--- config.mk ---
export PLATFORM = sky130hd
export DESIGN_NAME = min_heap_priority_queue_unit
export DESIGN_NICKNAME = d
export VERILOG_FILES = /design/src/rtl/mhpq_pkg.sv /design/src/rtl/min_heap_priority_queue_unit.sv /design/src/rtl/mhpq_store.sv
export SDC_FILE = /design/constraint.sdc
export NUM_CORES = 2
export LEC_CHECK = 0
export BUFFER_PORTS_ARGS = -buffer_cell sky130_fd_sc_hd__buf_2
export CAP_MARGIN = 40
export CORE_MARGIN = 1
export CORE_UTILIZATION = 51
export CTS_CLUSTER_SIZE = 30
export DETAILED_ROUTE_END_ITERATION = 16
export GPL_TIMING_DRIVEN = 0
export PLACE_DENSITY = 0.66
export SYNTH_ARGS = -nofsm -noshare
export SYNTH_HDL_FRONTEND = slang
export SYNTH_SLANG_ARGS = --single-unit
--- constraint.sdc ---
create_clock -name clk -period 5.3 [get_ports clk]
set_input_delay 1.06 -clock clk [delete_from_list [all_inputs] [get_ports clk]]
set_output_delay 1.06 -clock clk [all_outputs]
set_load 0.03 [all_outputs]
--- src/rtl/mhpq_pkg.sv ---
// ----------------------------------------------------------------------------
// mhpq_pkg
// Shared types, field widths, codes and the signed key compare used by the
// min-heap priority queue.
// ----------------------------------------------------------------------------
`default_nettype none

package mhpq_pkg;

    localparam int KEY_W    = 32;
    localparam int STATUS_W = 2;
    localparam int FILL_W   = 7;

    typedef logic [KEY_W-1:0]    key_t;
    typedef logic [STATUS_W-1:0] status_t;
    typedef logic [FILL_W-1:0]   fill_t;

    localparam logic ACT_INSERT  = 1'b0;
    localparam logic ACT_EXTRACT = 1'b1;

    localparam status_t STATUS_OK    = 2'd0;
    localparam status_t STATUS_FULL  = 2'd1;
    localparam status_t STATUS_EMPTY = 2'd2;

    // signed less-than on two's complement key patterns
    function automatic logic key_less(input key_t a, input key_t b);
        return $signed(a) < $signed(b);
    endfunction

endpackage

`default_nettype wire

--- src/rtl/min_heap_priority_queue_unit.sv ---
// ----------------------------------------------------------------------------
// min_heap_priority_queue_unit
// Binary min-heap of signed 32-bit keys with insert and extract-min.
// ----------------------------------------------------------------------------
// Usage:
//   req channel (req_valid / req_stall) carries one word: action and key_in.
//   action 0 inserts key_in, action 1 removes the smallest key.
//   rsp channel (rsp_valid / rsp_stall) returns one word per request:
//   key_out (removed key, zero otherwise), status (ok, full, empty) and
//   fill_count (keys held afterwards, low 7 bits).
//   One request is worked on at a time; req_stall is high while it runs.
//   All key compares go through one signed comparator under a small
//   sequencer, and the keys sit in a memory with one write and two reads.
//   Insert: the new key climbs from the last slot, each larger parent moving
//   down into the hole, until a parent is not larger or the root is reached.
//   Extract: the last key descends from the root, the smaller child (left on
//   a tie) moving up, until it has no child or no child is smaller than it.
//   A refused request (full or empty) goes straight to the done state.
//   The response sits in an output register; the next request is taken while
//   it waits, and a finished request waits in the done state while rsp_stall
//   holds the previous word.
//   Reset empties the queue (count to zero); stored keys are not cleared.
// ----------------------------------------------------------------------------
`default_nettype none

module min_heap_priority_queue_unit #(
    parameter int CAPACITY = 64
) (
    input  wire                       clk,
    input  wire                       rst_n,
    input  wire                       req_valid,
    output logic                      req_stall,
    input  wire                       action,
    input  wire  signed [31:0]        key_in,
    output logic                      rsp_valid,
    input  wire                       rsp_stall,
    output logic signed [31:0]        key_out,
    output mhpq_pkg::status_t         status,
    output mhpq_pkg::fill_t           fill_count
);

    localparam int AW = $clog2(CAPACITY);
    localparam int CW = $clog2(CAPACITY + 1);

    localparam logic [2:0] S_IDLE   = 3'd0;
    localparam logic [2:0] S_UP_CHK = 3'd1;
    localparam logic [2:0] S_UP_CMP = 3'd2;
    localparam logic [2:0] S_EXT_LD = 3'd3;
    localparam logic [2:0] S_DN_CHK = 3'd4;
    localparam logic [2:0] S_DN_SEL = 3'd5;
    localparam logic [2:0] S_DN_CMP = 3'd6;
    localparam logic [2:0] S_DONE   = 3'd7;

    logic [2:0]          state_reg, state_next;
    logic [CW-1:0]       count_reg, count_next;
    logic [AW-1:0]       pos_reg, pos_next;
    logic [AW-1:0]       pick_reg, pick_next;
    mhpq_pkg::key_t      hold_reg, hold_next;
    mhpq_pkg::key_t      child_reg, child_next;
    mhpq_pkg::key_t      res_key_reg, res_key_next;
    mhpq_pkg::status_t   res_status_reg, res_status_next;
    logic                rsp_valid_reg, rsp_valid_next;
    mhpq_pkg::key_t      key_out_reg;
    mhpq_pkg::status_t   status_reg;
    mhpq_pkg::fill_t     fill_reg;

    logic                mem_we;
    logic [AW-1:0]       mem_waddr;
    mhpq_pkg::key_t      mem_wdata;
    logic [AW-1:0]       mem_raddr_a;
    logic [AW-1:0]       mem_raddr_b;
    mhpq_pkg::key_t      mem_rdata_a;
    mhpq_pkg::key_t      mem_rdata_b;

    mhpq_pkg::key_t      cmp_lhs;
    mhpq_pkg::key_t      cmp_rhs;
    logic                cmp_less;

    logic [AW-1:0]       pos_m1;
    logic [AW-1:0]       parent;
    logic [CW:0]         child_l;
    logic [CW:0]         child_r;
    logic [CW:0]         count_ext;
    logic                req_take;
    logic                out_free;

    mhpq_store #(
        .DEPTH (CAPACITY),
        .AW    (AW)
    ) u_store (
        .clk     (clk),
        .we      (mem_we),
        .waddr   (mem_waddr),
        .wdata   (mem_wdata),
        .raddr_a (mem_raddr_a),
        .raddr_b (mem_raddr_b),
        .rdata_a (mem_rdata_a),
        .rdata_b (mem_rdata_b)
    );

    assign pos_m1    = pos_reg - AW'(1);
    assign parent    = AW'(pos_m1 >> 1);
    assign child_l   = {CW'(pos_reg), 1'b1};
    assign child_r   = child_l + (CW+1)'(1);
    assign count_ext = {1'b0, count_reg};
    assign req_take  = req_valid && (state_reg == S_IDLE);
    assign out_free  = !rsp_valid_reg || !rsp_stall;

    // the one key comparator, operands chosen by the sequencer
    always_comb
    begin
        unique case (state_reg)
            S_DN_SEL:
            begin
                cmp_lhs = mem_rdata_b;
                cmp_rhs = mem_rdata_a;
            end
            S_DN_CMP:
            begin
                cmp_lhs = child_reg;
                cmp_rhs = hold_reg;
            end
            default:
            begin
                cmp_lhs = hold_reg;
                cmp_rhs = mem_rdata_a;
            end
        endcase
    end

    assign cmp_less = mhpq_pkg::key_less(cmp_lhs, cmp_rhs);

    always_comb
    begin
        state_next      = state_reg;
        count_next      = count_reg;
        pos_next        = pos_reg;
        pick_next       = pick_reg;
        hold_next       = hold_reg;
        child_next      = child_reg;
        res_key_next    = res_key_reg;
        res_status_next = res_status_reg;
        rsp_valid_next  = rsp_valid_reg && rsp_stall;
        mem_we          = 1'b0;
        mem_waddr       = pos_reg;
        mem_wdata       = hold_reg;
        mem_raddr_a     = parent;
        mem_raddr_b     = child_r[AW-1:0];

        unique case (state_reg)
            S_IDLE:
            begin
                mem_raddr_a = '0;
                mem_raddr_b = AW'(count_reg - CW'(1));
                if (req_take)
                begin
                    res_key_next    = '0;
                    res_status_next = mhpq_pkg::STATUS_OK;
                    if (action == mhpq_pkg::ACT_INSERT)
                    begin
                        if (count_reg >= CW'(CAPACITY))
                        begin
                            res_status_next = mhpq_pkg::STATUS_FULL;
                            state_next      = S_DONE;
                        end
                        else
                        begin
                            hold_next  = key_in;
                            pos_next   = AW'(count_reg);
                            count_next = count_reg + CW'(1);
                            state_next = S_UP_CHK;
                        end
                    end
                    else
                    begin
                        if (count_reg == '0)
                        begin
                            res_status_next = mhpq_pkg::STATUS_EMPTY;
                            state_next      = S_DONE;
                        end
                        else
                        begin
                            count_next = count_reg - CW'(1);
                            state_next = S_EXT_LD;
                        end
                    end
                end
            end
            S_UP_CHK:
            begin
                if (pos_reg == '0)
                begin
                    mem_we     = 1'b1;
                    state_next = S_DONE;
                end
                else
                begin
                    state_next = S_UP_CMP;
                end
            end
            S_UP_CMP:
            begin
                mem_we = 1'b1;
                if (cmp_less)
                begin
                    // parent moves down into the hole
                    mem_wdata  = mem_rdata_a;
                    pos_next   = parent;
                    state_next = S_UP_CHK;
                end
                else
                begin
                    state_next = S_DONE;
                end
            end
            S_EXT_LD:
            begin
                res_key_next = mem_rdata_a;
                hold_next    = mem_rdata_b;
                pos_next     = '0;
                state_next   = S_DN_CHK;
            end
            S_DN_CHK:
            begin
                mem_raddr_a = child_l[AW-1:0];
                if (child_l >= count_ext)
                begin
                    mem_we     = 1'b1;
                    state_next = S_DONE;
                end
                else
                begin
                    state_next = S_DN_SEL;
                end
            end
            S_DN_SEL:
            begin
                // right child only when present and strictly smaller
                if ((child_r < count_ext) && cmp_less)
                begin
                    child_next = mem_rdata_b;
                    pick_next  = child_r[AW-1:0];
                end
                else
                begin
                    child_next = mem_rdata_a;
                    pick_next  = child_l[AW-1:0];
                end
                state_next = S_DN_CMP;
            end
            S_DN_CMP:
            begin
                mem_we = 1'b1;
                if (cmp_less)
                begin
                    mem_wdata  = child_reg;
                    pos_next   = pick_reg;
                    state_next = S_DN_CHK;
                end
                else
                begin
                    state_next = S_DONE;
                end
            end
            S_DONE:
            begin
                if (out_free)
                begin
                    rsp_valid_next = 1'b1;
                    state_next     = S_IDLE;
                end
            end
        endcase
    end

    always_ff @(posedge clk or negedge rst_n)
    begin
        if (!rst_n)
        begin
            state_reg     <= S_IDLE;
            count_reg     <= '0;
            rsp_valid_reg <= 1'b0;
        end
        else
        begin
            state_reg     <= state_next;
            count_reg     <= count_next;
            rsp_valid_reg <= rsp_valid_next;
        end
    end

    always_ff @(posedge clk)
    begin
        pos_reg        <= pos_next;
        pick_reg       <= pick_next;
        hold_reg       <= hold_next;
        child_reg      <= child_next;
        res_key_reg    <= res_key_next;
        res_status_reg <= res_status_next;
        if ((state_reg == S_DONE) && out_free)
        begin
            key_out_reg <= res_key_reg;
            status_reg  <= res_status_reg;
            fill_reg    <= mhpq_pkg::FILL_W'(count_reg);
        end
    end

    assign req_stall  = (state_reg != S_IDLE);
    assign rsp_valid  = rsp_valid_reg;
    assign key_out    = key_out_reg;
    assign status     = status_reg;
    assign fill_count = fill_reg;

    a_count_bound: assert property (@(posedge clk) disable iff (!rst_n)
        count_reg <= CW'(CAPACITY))
        else $error("entry count above capacity");

    a_insert_grows: assert property (@(posedge clk) disable iff (!rst_n)
        (req_valid && !req_stall && (action == mhpq_pkg::ACT_INSERT)
            && (count_reg < CW'(CAPACITY)))
        |=> (count_reg == $past(count_reg) + CW'(1)))
        else $error("accepted insert did not grow the count");

    a_up_pos_inside: assert property (@(posedge clk) disable iff (!rst_n)
        ((state_reg == S_UP_CHK) || (state_reg == S_UP_CMP))
        |-> (CW'(pos_reg) < count_reg))
        else $error("sift-up position outside the heap");

    a_empty_reply: assert property (@(posedge clk) disable iff (!rst_n)
        (rsp_valid && (status == mhpq_pkg::STATUS_EMPTY))
        |-> ((fill_count == '0) && (key_out == '0)))
        else $error("empty reply with keys held or a key returned");

    a_no_bad_status: assert property (@(posedge clk) disable iff (!rst_n)
        rsp_valid |-> (status != 2'd3))
        else $error("unused status code on output");

endmodule

`default_nettype wire

--- src/rtl/mhpq_store.sv ---
// ----------------------------------------------------------------------------
// mhpq_store
// Heap key storage: one write port and two read ports, read data registered.
// ----------------------------------------------------------------------------
`default_nettype none

module mhpq_store #(
    parameter int DEPTH = 64,
    parameter int AW    = 6
) (
    input  wire                   clk,
    input  wire                   we,
    input  wire  [AW-1:0]         waddr,
    input  wire  mhpq_pkg::key_t  wdata,
    input  wire  [AW-1:0]         raddr_a,
    input  wire  [AW-1:0]         raddr_b,
    output mhpq_pkg::key_t        rdata_a,
    output mhpq_pkg::key_t        rdata_b
);

    mhpq_pkg::key_t mem [DEPTH];
    mhpq_pkg::key_t rdata_a_reg;
    mhpq_pkg::key_t rdata_b_reg;

    always_ff @(posedge clk)
    begin
        if (we)
        begin
            mem[waddr] <= wdata;
        end
        rdata_a_reg <= mem[raddr_a];
        rdata_b_reg <= mem[raddr_b];
    end

    assign rdata_a = rdata_a_reg;
    assign rdata_b = rdata_b_reg;

endmodule

`default_nettype wire

; Word level (Yosys, flattened, before mapping)
; Memory sizes are Yosys's and may differ from the RTL's. A register that Yosys moved wholly into a read port is not among the register bits.
; Index checks and enable logic that the tools add are counted.
; W data, S select, Z words.
[op_classes]
n_addsub = 4
n_lt_le_gt_ge = 4
n_eq_ne = 15
muxes = 44
n_reduce_logical = 20
[ops]
columns = op, n
row1 = $mux W32, 8
row2 = $pmux W32 S2, 4
row3 = $mux W6, 7
row4 = $lt A32 B32 Y1, 1
row5 = $pmux W3 S8, 1
row6 = $pmux W6 S4, 1
row7 = $mux W3, 7
row8 = $mux W7, 3
row9 = $ne A2 B2 Y1 const B, 8
row10 = $eq A3 B3 Y1 const B, 4
row11 = $pmux W6 S2, 1
row12 = $add A7 B1 Y8 const B, 1
row13 = $lt A8 B7 Y1, 1
row14 = $mux W2, 4
row15 = $reduce_and A4 Y1, 2
row16 = $add A7 B1 Y7 const B, 1
row17 = $ge A7 B7 Y1, 1
row18 = $ge A7 B7 Y1 const B, 1
row19 = $logic_not A7 Y1, 1
row20 = $mux W1, 7
row21 = $sub A7 B1 Y7 const B, 1
row22 = $eq A3 B2 Y1 const B, 2
row23 = $logic_not A6 Y1, 1
row24 = $reduce_and A2 Y1, 3
row25 = 12 further kinds, 16
[word_totals]
reg_bits = 162
ramBits = 2048
input_bits = 37
out_inout_bits = 43
word_cells = 101
mem_count = 1
[mem_list]
columns = name, words, word_bits, rd, rd_clocked_by_memory_dff, write_ports, line_no
row1 = u_store.mem, 64, 32, 2, 2, 1, mhpq_store.sv:21  ; mhpq_pkg::key_t mem [DEPTH];

; Logic depth before layout (Yosys ltp)
[depth]
word_depth = 5
mapped_depth = 17
depth_no_buf = 12

; Modules after synthesis
; From an unflattened synthesis, not the netlist that was laid out.
[hier_totals]
hier_cells = 5259
hier_area_um2 = 105447.4
[modules_own_cells]
columns = module, n_inst, cells_per_inst, area_per_inst_um2, seq_area_each_um2
row1 = mhpq_store, 1, 4412, 95660.5, 62780.2
row2 = min_heap_priority_queue_unit, 1, 847, 9786.9, 4809.6

; Worst setup path after synthesis
; Ideal clock, no wire load.
[synth_path]
kind = flip-flop to flip-flop
startpoint = register pos_reg[0], in the netlist mem_waddr[0]
endpoint = memory u_store.mem[25][0] in the netlist's numbering (enable)
setup_ns = 0.461
arrival_time_ns = 4.559
t_required_ns = 4.839
setup_slack_ns = 0.280
path_stages_with_launch = 13
path_buffers = 3
period_less_slack_ns = 5.020
path_cell_list = edfxtp_1 clkbuf_1 inv_1 ha_1 nand2b_1 a21boi_0 o21ai_0 a211o_1 a21oi_1 nor2_1 clkbuf_1 clkbuf_1 nor3_1
[synth_via]
elab_chain_cells = 5
word_cells_on_any_way = 7
cone_classes = order compare: 1 / mux: 5 / reduce/logical: 1
[synth_rtl]
columns = item, line_no
row1 = start: declaration, min_heap_priority_queue_unit.sv:56  ; logic [AW-1:0] pos_reg, pos_next;
row2 = start signal: assignment, min_heap_priority_queue_unit.sv:294  ; pos_reg <= pos_next;
row3 = $ge A7 B7 Y1 or $logic_not A6 Y1 (tied branches), "min_heap_priority_queue_unit.sv:226, min_heap_priority_queue_unit.sv:191"
row4 = "$mux W1, on equally long branches", "min_heap_priority_queue_unit.sv:226, min_heap_priority_queue_unit.sv:191"
row5 = $pmux W1 S3, min_heap_priority_queue_unit.sv:150  ; unique case (state_reg)
row6 = $mux W1, mhpq_store.sv:27  ; if (we)
row7 = $mux W1 (not written as such), mhpq_store.sv:29  ; mem[waddr] <= wdata;
row8 = end: declaration, mhpq_store.sv:21
; Several ways; a longest one is shown, not always the timed one.

; Worst setup path in the final report
[layout_path]
startpoint = register state_reg[0]
endpoint = register u_store.rdata_b_reg[14], in the netlist u_store.rdata_b[14], read port of u_store.mem
[layout_via]
elab_chain_cells = 2
[layout_rtl]
columns = item, line_no
row1 = start: declaration, min_heap_priority_queue_unit.sv:54  ; logic [2:0] state_reg, state_next;
row2 = start signal: assignment, min_heap_priority_queue_unit.sv:286  ; state_reg <= state_next;
row3 = $logic_not A3 Y1, min_heap_priority_queue_unit.sv:150
row4 = $mux W6, min_heap_priority_queue_unit.sv:150
row5 = end: declaration, mhpq_store.sv:23  ; mhpq_pkg::key_t rdata_b_reg;
; No other way between the ends.
; A chain may end at the register's enable or synchronous reset.

==> flow_summary.json <==
{
  "grt_start_max_net_pins": 65,
  "layout.cells.non_filler": 9407,
  "min-delay-path-class": "input pin to asynchronous set/reset pin",
  "core-area_sq_mm": 0.2025,
  "drcViolationCount": 0,
  "synth_area_per_cell_sq_um": 18.07,
  "cts_htree_levels": 4,
  "globalRouteOverflowTotal": 0,
  "clock_path_buffers": 3,
  "maxCapViolCount": 0,
  "wl_per_cell_um": 42.91,
  "drt-total-wl_um": 403600,
  "finalCoreUtilization": 0.5981,
  "boundaryPins": 80,
  "vias_per_cell": 7.277,
  "synth_top_cell_area_share": 0.6341,
  "insertion_delay_ps": 930,
  "largest_register": "u_store.mem",
  "final.min_clock_period_ps": 5463,
  "netlist_area_sq_mm": 0.1041,
  "antenna_viol_nets_final": 0,
  "timing_worst_slew_pin_value_ps": 1191,
  "finalCritPeriodShare": 1.031,
  "slew_viol_final": 0,
  "clock-sinks": 2274,
  "place_congestion": 1.064,
  "clkSlewWorstSetupHoldPaths_ps": 60,
  "synth.area.top_cells": "sky130_fd_sc_hd__edfxtp_1 (63%), sky130_fd_sc_hd__mux4_2 (22%), sky130_fd_sc_hd__nand2_1 (2.3%)",
  "count_of_cell_types_in_the_netlist": 60,
  "yosysSeqAreaShare": 0.6491,
  "die-area_sq_mm": 0.2060,
  "setup-violations-final": 8,
  "critPathMaxFanout": 10,
  "synth_flop_cell": "sky130_fd_sc_hd__edfxtp_1",
  "drt_iter0_markers": 12630,
  "post_cts_hold_buffer_count": 0,
  "vias_after_detailed_routing": 68460,
  "timing.slew.headroom": 0.2058,
  "post-dp-hpwl_um": 299800,
  "synthesis.nets": 5849,
  "violations": "setup timing",
  "grtUsageTotal": 0.3857,
  "worst_clock_skew_ps": 53.69,
  "grt_antenna_before_repair": 54,
  "max_freq_mhz": 183.0,
  "worst-endpoint-arrival_ps": 6280,
  "worst_slack_ps": -163.2,
  "crit_type": "register to register",
  "setup-tns-final_ps": -755.4,
  "fp-row-count": 165,
  "ys_seq_elements": 2274,
  "design.final.nets": 6590,
  "cts_root_buffer_type": "sky130_fd_sc_hd__clkbuf_16",
  "global_route_wire_length_before_repair_um": 532600,
  "synth_enable_flop_cells": 2199,
  "vias_in_the_first_global_route": 64400,
  "portBuffers": 79,
  "die_w_um": 453.9,
  "clock_buffer_count_from_cts": 233,
  "clock_tree_from_tritoncts": "yes",
  "worst_ep_required_time_ps": 6120,
  "start_util": 0.5142,
  "first_pass_iters": 8,
  "place_inst": 8907,
  "largest_register_ffs": 2048,
  "finalHoldViolCount": 0,
  "start_kind": "register",
  "synth.yosys.warnings": 0,
  "grt_setup_unrepaired": "no",
  "height_of_the_die_um": 453.9,
  "kind_of_capture_point_of_the_worst_setup_path": "register",
  "post-synth-top-area-cell": "sky130_fd_sc_hd__edfxtp_1",
  "synth_cells": 5763,
  "postSynth.asyncResetShare": 0.004837,
  "drive_above_1_share": 0.3335,
  "syn2layout_area_growth_pct": 16.32,
  "outcome": "finished with violations"
}
-- area by class of cell --
cell class / count / area [sq um]
Fill cell: 14750 / 81390
Sequential cell: 2274 / 67590
Inverter: 21 / 80.08
Antenna cell: 43 / 107.6
Clock buffer: 296 / 6180
Tap cell: 2672 / 3343
Timing Repair Buffer: 500 / 5006
Buffer: 439 / 1957
Multi-Input combinational cell: 3035 / 35580
Clock inverter: 127 / 1289
-- timing repair --
| action | CTS | global route |
|---|---|---|
| resized for setup | 80 | 65 |
| pin swaps | 5 | 13 |
| setup buffers | 6 | 14 |
| setup endpoints to repair | 2206 | 1855 |
| cloned | 0 | 8 |
-- cells in the final DEF, fill, tap and decap left out, types with 12 or more instances in the layout --
cell type,instances
sky130_fd_sc_hd__buf_16,20
sky130_fd_sc_hd__buf_8,36
sky130_fd_sc_hd__mux2_4,19
sky130_fd_sc_hd__buf_4,237
sky130_fd_sc_hd__buf_1,30
sky130_fd_sc_hd__clkbuf_16,235
sky130_fd_sc_hd__xnor2_1,18
sky130_fd_sc_hd__mux2i_1,47
sky130_fd_sc_hd__bufinv_16,20
sky130_fd_sc_hd__mux4_2,1025
sky130_fd_sc_hd__dfxtp_1,64
sky130_fd_sc_hd__a21oi_1,175
sky130_fd_sc_hd__clkinv_1,32
sky130_fd_sc_hd__edfxtp_1,2199
sky130_fd_sc_hd__mux2_8,12
sky130_fd_sc_hd__clkbuf_2,31
sky130_fd_sc_hd__buf_6,119
sky130_fd_sc_hd__clkbuf_1,300
sky130_fd_sc_hd__o21ai_0,21
sky130_fd_sc_hd__buf_2,182
sky130_fd_sc_hd__mux2_2,75
sky130_fd_sc_hd__nor2_1,64
sky130_fd_sc_hd__a22oi_1,252
sky130_fd_sc_hd__nand2_1,646
sky130_fd_sc_hd__inv_1,19
sky130_fd_sc_hd__nand3_1,263
sky130_fd_sc_hd__or4_1,32
sky130_fd_sc_hd__buf_12,28
sky130_fd_sc_hd__nand4_1,68
sky130_fd_sc_hd__and2_1,33
sky130_fd_sc_hd__nor3_2,40
sky130_fd_sc_hd__clkinv_2,43
sky130_fd_sc_hd__o22ai_1,63
sky130_fd_sc_hd__diode_2,43
sky130_fd_sc_hd__nor3_4,16
sky130_fd_sc_hd__ha_1,49
-- worst paths after layout --
kind / depth (start not counted) / slack [ps] / end / start
min reg2reg: 0 / 420 / key_out[14] / res_key_reg[14]
max reg2reg: 12 / -160 / u_store.rdata_b[14] / state_reg[0]
max: 12 / -160 / u_store.rdata_b[14] / state_reg[0]
min in group clk: 0 / 420 / key_out[14] / res_key_reg[14]
min: 1 / 20 / count_reg[3] / rst_n
max in group asynchronous: 1 / 5030 / state_reg[0] / rst_n
-- cells in the mapped netlist (all sizes together) (2+ instances only) --
library cell,n
a211o,2
a211oi,2
a21boi,2
a21o,6
a21oi,186
a221oi,2
a22oi,253
a31oi,4
a32oi,4
and2,33
and3,2
and4,2
buf,152
clkbuf,289
dfrtp,11
dfxtp,64
edfxtp,2199
ha,49
inv,20
mux2,98
mux2i,49
mux4,1025
nand2,647
nand2b,5
nand3,263
nand4,68
nand4b,2
nor2,77
nor3,63
nor3b,7
nor4,4
o211ai,2
o21a,5
o21ai,22
o21bai,2
o22a,2
o22ai,63
or2,5
or3,4
or4,32
xnor2,18
xor2,5
-- layer usage --
metal,routed length [um],GRT usage,up-vias
met5,107,0,-
met4,36420,0.2672,16
met3,61840,0.1468,1132
met2,171600,0.5487,5952
met1,133700,0.4895,35640
li1,-,-,25710
-- kinds of logic after synthesis --
kind of cell	synth area share
fa+ha+maj	0.005887
compound gates	0.03538
flops	0.6491
buf+inv	0.01844
xor+xnor	0.001934
simple gates	0.05231
mux	0.2370
-- critical path, cell delays in order (launching register included) --
cell and delay [ps]:
sky130_fd_sc_hd__dfrtp_2 480, sky130_fd_sc_hd__nor3_1 550, sky130_fd_sc_hd__buf_2 380, sky130_fd_sc_hd__nor2_1 100, sky130_fd_sc_hd__a21o_1 270, sky130_fd_sc_hd__nor2_2 770
sky130_fd_sc_hd__clkbuf_1 610, sky130_fd_sc_hd__buf_8 260, sky130_fd_sc_hd__clkbuf_1 560, sky130_fd_sc_hd__a22oi_1 310, sky130_fd_sc_hd__a21oi_1 570, sky130_fd_sc_hd__buf_6 240
sky130_fd_sc_hd__or4_1 220
-- metrics by stage --
step	hold slack, ps	cell area [sq um]	setup WS (ps)
2_1_floorplan	400.3	104100	280.1
3_3_place_gp	400.5	107900	-3976
3_5_place_dp	404.5	112700	-2488
4_1_cts	2.968	120500	-118.6
5_1_grt	30.22	121000	26.43
6_report	24.72	121100	-163.2
Power is not shown: default switching activity piles up to over one toggle a cycle in this logic, so the estimate is an artifact.
